File: config.mk
export PLATFORM = sky130hd
export DESIGN_NAME = rasc_ctrl
export DESIGN_NICKNAME = d
export VERILOG_FILES = /design/src/rtl/core/rasc_pkg.sv /design/src/rtl/core/rasc_ctrl.sv
export SDC_FILE = /design/constraint.sdc
export NUM_CORES = 1
export LEC_CHECK = 0
export BUFFER_PORTS_ARGS = -buffer_cell sky130_fd_sc_hd__buf_2
export CAP_MARGIN = 0
export CORE_AREA = 5 5 42 44
export CTS_BUF_LIST = sky130_fd_sc_hd__clkbuf_8 sky130_fd_sc_hd__clkbuf_16
export CTS_CLUSTER_DIAMETER = 60
export DETAILED_ROUTE_END_ITERATION = 8
export DIE_AREA = 0 0 47 49
export GPL_ROUTABILITY_DRIVEN = 0
export SYNTH_ARGS = -nofsm -noshare
export SYNTH_HDL_FRONTEND = slang
export SYNTH_SLANG_ARGS = --single-unit
File: constraint.sdc
create_clock -name clk -period 1.1 [get_ports clk]
set_clock_uncertainty 0.15 [all_clocks]
set_input_delay 0.055 -clock clk [delete_from_list [all_inputs] [get_ports clk]]
set_output_delay 0.055 -clock clk [all_outputs]
set_load 0.005 [all_outputs]
File: src/rtl/core/rasc_pkg.sv
// ----------------------------------------------------------------------------
// Return address stack classifier package
// Shared constants, payload types and controller/datapath interface types.
// ----------------------------------------------------------------------------
package rasc_pkg;

    localparam int STACK_ENTRIES = 1024;
    localparam int SEARCH_LIMIT  = 64;

    localparam int ADDR_W   = 64;
    localparam int FRAMES_W = 7;
    localparam int IDX_W    = $clog2(STACK_ENTRIES);
    localparam int DEPTH_W  = $clog2(STACK_ENTRIES + 1);
    localparam int DIST_W   = $clog2(SEARCH_LIMIT + 1);
    localparam int CMP_W    = (DEPTH_W > DIST_W) ? DEPTH_W : DIST_W;

    typedef enum logic {
        KIND_CALL   = 1'b0,
        KIND_RETURN = 1'b1
    } kind_t;

    typedef enum logic [1:0] {
        OUTCOME_FAST    = 2'd0,
        OUTCOME_UNWIND  = 2'd1,
        OUTCOME_FOREIGN = 2'd2
    } outcome_t;

    typedef struct packed {
        kind_t              kind;
        logic [ADDR_W-1:0]  return_address;
    } request_t;

    typedef struct packed {
        outcome_t             outcome;
        logic [FRAMES_W-1:0]  frames_popped;
    } result_t;

    typedef struct packed {
        logic push;
        logic load;
        logic step;
        logic pop;
        logic foreign;
    } rasc_cmd_t;

    typedef struct packed {
        logic full;
        logic empty;
        logic hit;
        logic last;
    } rasc_status_t;

    typedef enum logic {
        ST_IDLE,
        ST_SEARCH
    } rasc_state_t;

endpackage

File: src/rtl/core/rasc_ctrl.sv
// ----------------------------------------------------------------------------
// Return address stack classifier controller
// Accepts requests, runs the downward search and issues datapath commands.
// ----------------------------------------------------------------------------
module rasc_ctrl (
    input  logic                   clk,
    input  logic                   rst_n,
    input  logic                   start,
    input  rasc_pkg::kind_t        kind,
    input  rasc_pkg::rasc_status_t status,
    output rasc_pkg::rasc_cmd_t    cmd,
    output logic                   busy
);
    import rasc_pkg::*;

    rasc_state_t state_reg, state_next;

    always_ff @(posedge clk or negedge rst_n)
    begin
        if (!rst_n)
        begin
            state_reg <= ST_IDLE;
        end
        else
        begin
            state_reg <= state_next;
        end
    end

    always_comb
    begin
        state_next = state_reg;
        cmd        = '0;
        busy       = 1'b0;
        unique case (state_reg)
            ST_IDLE:
            begin
                if (start)
                begin
                    if (kind == KIND_CALL)
                    begin
                        cmd.push = !status.full;
                    end
                    else if (status.empty)
                    begin
                        cmd.foreign = 1'b1;
                    end
                    else
                    begin
                        cmd.load   = 1'b1;
                        state_next = ST_SEARCH;
                    end
                end
            end
            ST_SEARCH:
            begin
                busy = 1'b1;
                if (status.hit)
                begin
                    cmd.pop    = 1'b1;
                    state_next = ST_IDLE;
                end
                else if (status.last)
                begin
                    cmd.foreign = 1'b1;
                    state_next  = ST_IDLE;
                end
                else
                begin
                    cmd.step = 1'b1;
                end
            end
            default:
            begin
                state_next = ST_IDLE;
            end
        endcase
    end

`ifndef ASSERT_OFF
    a_cmd_onehot: assert property (@(posedge clk) disable iff (!rst_n)
        $onehot0({cmd.push, cmd.load, cmd.step, cmd.pop, cmd.foreign}))
        else $error("More than one datapath command issued at once.");

    a_search_follows_load: assert property (@(posedge clk) disable iff (!rst_n)
        (state_reg == ST_SEARCH) |-> ($past(cmd.load) || $past(cmd.step)))
        else $error("Search compare without a read issued the cycle before.");

    a_push_not_full: assert property (@(posedge clk) disable iff (!rst_n)
        cmd.push |-> !status.full)
        else $error("Push issued on a full stack.");
`endif

endmodule

==> results.yml <==
pwr:
  seqPwrFrac_pct: 50.3
  comb_power_share_pct: 49.7
  power.leakage_nw: 0.0998
  ir_drop_uv: 197
  powerDensity_nw_per_um2: 464
  swShare_pct: 25.8
  p_int_mw: 0.0647
  pwr-share-clk_pct: 0
  power_switching_mw: 0.0225
clocking:
  cts_resized: 0
  path_clk_slew_ns: 0
  clock_latency_ns: 0
setup_path:
  crit_chain: "nor4b_2 > buf_2"
  cp-end-kind: "output port"
  startpoint_type: "flip-flop"
  worst-path-buf-inv: 1
  criticalPathCategory: "reg -> out"
  arrival_ns: 0.85
  path_max_fanout: 7
  worst_path_largest_cell_delay_ns: 0.43
  critPathTopFamily: "flip-flops"
  worstPathRequired_ns: 0.89
  cp_slowest_cell: "dfrtp_1"
routing:
  highest_layer: "met3"
  num_vias: 143
  dr_wl_met2_um: 175
  drc_errors: 0
  first_iter_violations: 0
  m1WireLength_um: 112
  first_pass_iters: 1
  routed_wl_um: 353
  wl_per_cell_um: 8.61
  vias_per_cell: 3.49
  route.antenna.remaining_nets: 0
  route.met3.wl_um: 65
floorplanning:
  boundaryPins: 14
  die_w_um: 47
  die_area_sq_um: 2300
  chipHeight_um: 49
  rows: 14
  core-area_sq_um: 1400
  start_util_pct: 6.61
synthesis:
  synth_cell_type_count: 11
  ys_seq_area_share_pct: 27.0
  ys_seq_elements: 1
  syn_area_sq_um: 92.6
  synthTopCellsByArea: "dfrtp_1, nor4b_2, nand2b_2, o32ai_1, and2_2"
  synth_top_cell_area_share_pct: 27.0
  async_reset_ff_share_pct: 100
  yosysWarnings: 0
  syn_nets: 19
  synth_top_area_cell: "dfrtp_1"
  syn_avg_cell_area_sq_um: 8.42
  synth-main-ff-cell: "dfrtp_1"
  synth_edf_count: 0
  netlist_instances: 11
sta:
  rsz0062_at_grt: "no"
  max_freq_mhz: 944
  min_period_over_period_pct: 96.3
  setup_violations: 0
  hold_viol: 0
  slew_viol_final: 0
  whs_ns: 0.130
  tns_ns: 0
  min_period_ns: 1.06
  worstMarginPinSlew_ns: 0.244
  slew_headroom_pct: 83.6
cells_and_area:
  antenna_cells: 0
  largest_reg_flops: 1
  nets: 35
  nFillCells: 167
  layout-drive-gt1-share_pct: 64.0
  postLayoutCellArea_sq_um: 188
  area_delta_synth_final_pct: 103
global_route:
  gr-usage-all-layers_pct: 2.46
  grt_pass1_wl_um: 469
  grt_max_degree: 8
  grt_pass1_vias: 134
  overflow: 0
  antenna_found_initial: 0
job:
  max_cap_viol_count: 0
placement:
  dpl.hpwl_um: 320
  placed_area_sq_um: 178
  port_buffers: 13
min_path:
  hp-class: "in -> reg"
status:
  outcome: "complete, no violations"
==> cell usage in the layout (no fill, tap or decap) <==
cell,count
dlygate4sd3_1,1
nand2b_2,1
nand3_1,1
o32ai_1,1
buf_2,13
and2_2,1
inv_1,1
nor3_1,1
nand2_1,1
o22ai_1,1
dfrtp_1,1
nor2_1,1
nor4b_2,1
==> power by group through the flow <==
stage / Combinational (mW) / Clock, mW / Sequential [mW]
CTS: 0.0437 / 0 / 0.0439
global placement: 0.0407 / 0 / 0.0436
detailed placement: 0.0410 / 0 / 0.0440
finish: 0.0433 / 0 / 0.0438
floorplan: 0.0136 / 0 / 0.0434
global route: 0.0473 / 0 / 0.0444
==> timing repair <==
action	CTS	global route
buffers inserted	0	0
hold buffers	1	0
endpoints found under the hold margin	1	0
==> cells by family after synthesis <==
family,count (synthesis),synth area share [%]
AND/OR/NAND/NOR,7,52.7
buffers and inverters,1,4.05
flip-flops,1,27.0
AO/OA/AOI/OAI,2,16.2
==> per-layer routing <==
layer  vias up  track usage [%]
met1        59             2.62
li1         70                -
met4         0                0
met3         0            0.738
met2        14             4.75
met5         -                0
==> cell type report <==
type	instances	area [sq um]	share of cell area, %
inverter	1	3.75	2.00
multi-input combinational	9	63.8	34.0
sequential	1	25.0	13.3
tap	16	20.0	10.7
timing repair buffer	14	75.1	40.0
==> through the flow <==
step / instances / setup WS [ns] / power, mW / utilization, %
2_1_floorplan: 11 / 0.155 / 0.0571 / -
3_3_place_gp: 40 / 0.0433 / 0.0843 / 12.7
3_5_place_dp: 40 / 0.0341 / 0.0849 / 12.7
4_1_cts: 41 / 0.0348 / 0.0877 / 13.4
5_1_grt: 41 / 0.00121 / 0.0918 / 13.4
6_report: 41 / 0.0407 / 0.0871 / 13.4
==> final timing paths <==
kind	end	slack (ns)	from	cells after the start
max in group asynchronous	state_reg	0.48	rst_n	2
min in group asynchronous	state_reg	0.24	rst_n	2
max reg2reg	state_reg	0.09	state_reg	1
min	state_reg	0.13	status[0]	2
min reg2reg	state_reg	0.49	state_reg	1
max	cmd[4]	0.04	state_reg	2
Note: power is estimated with default switching activity, not from simulation.
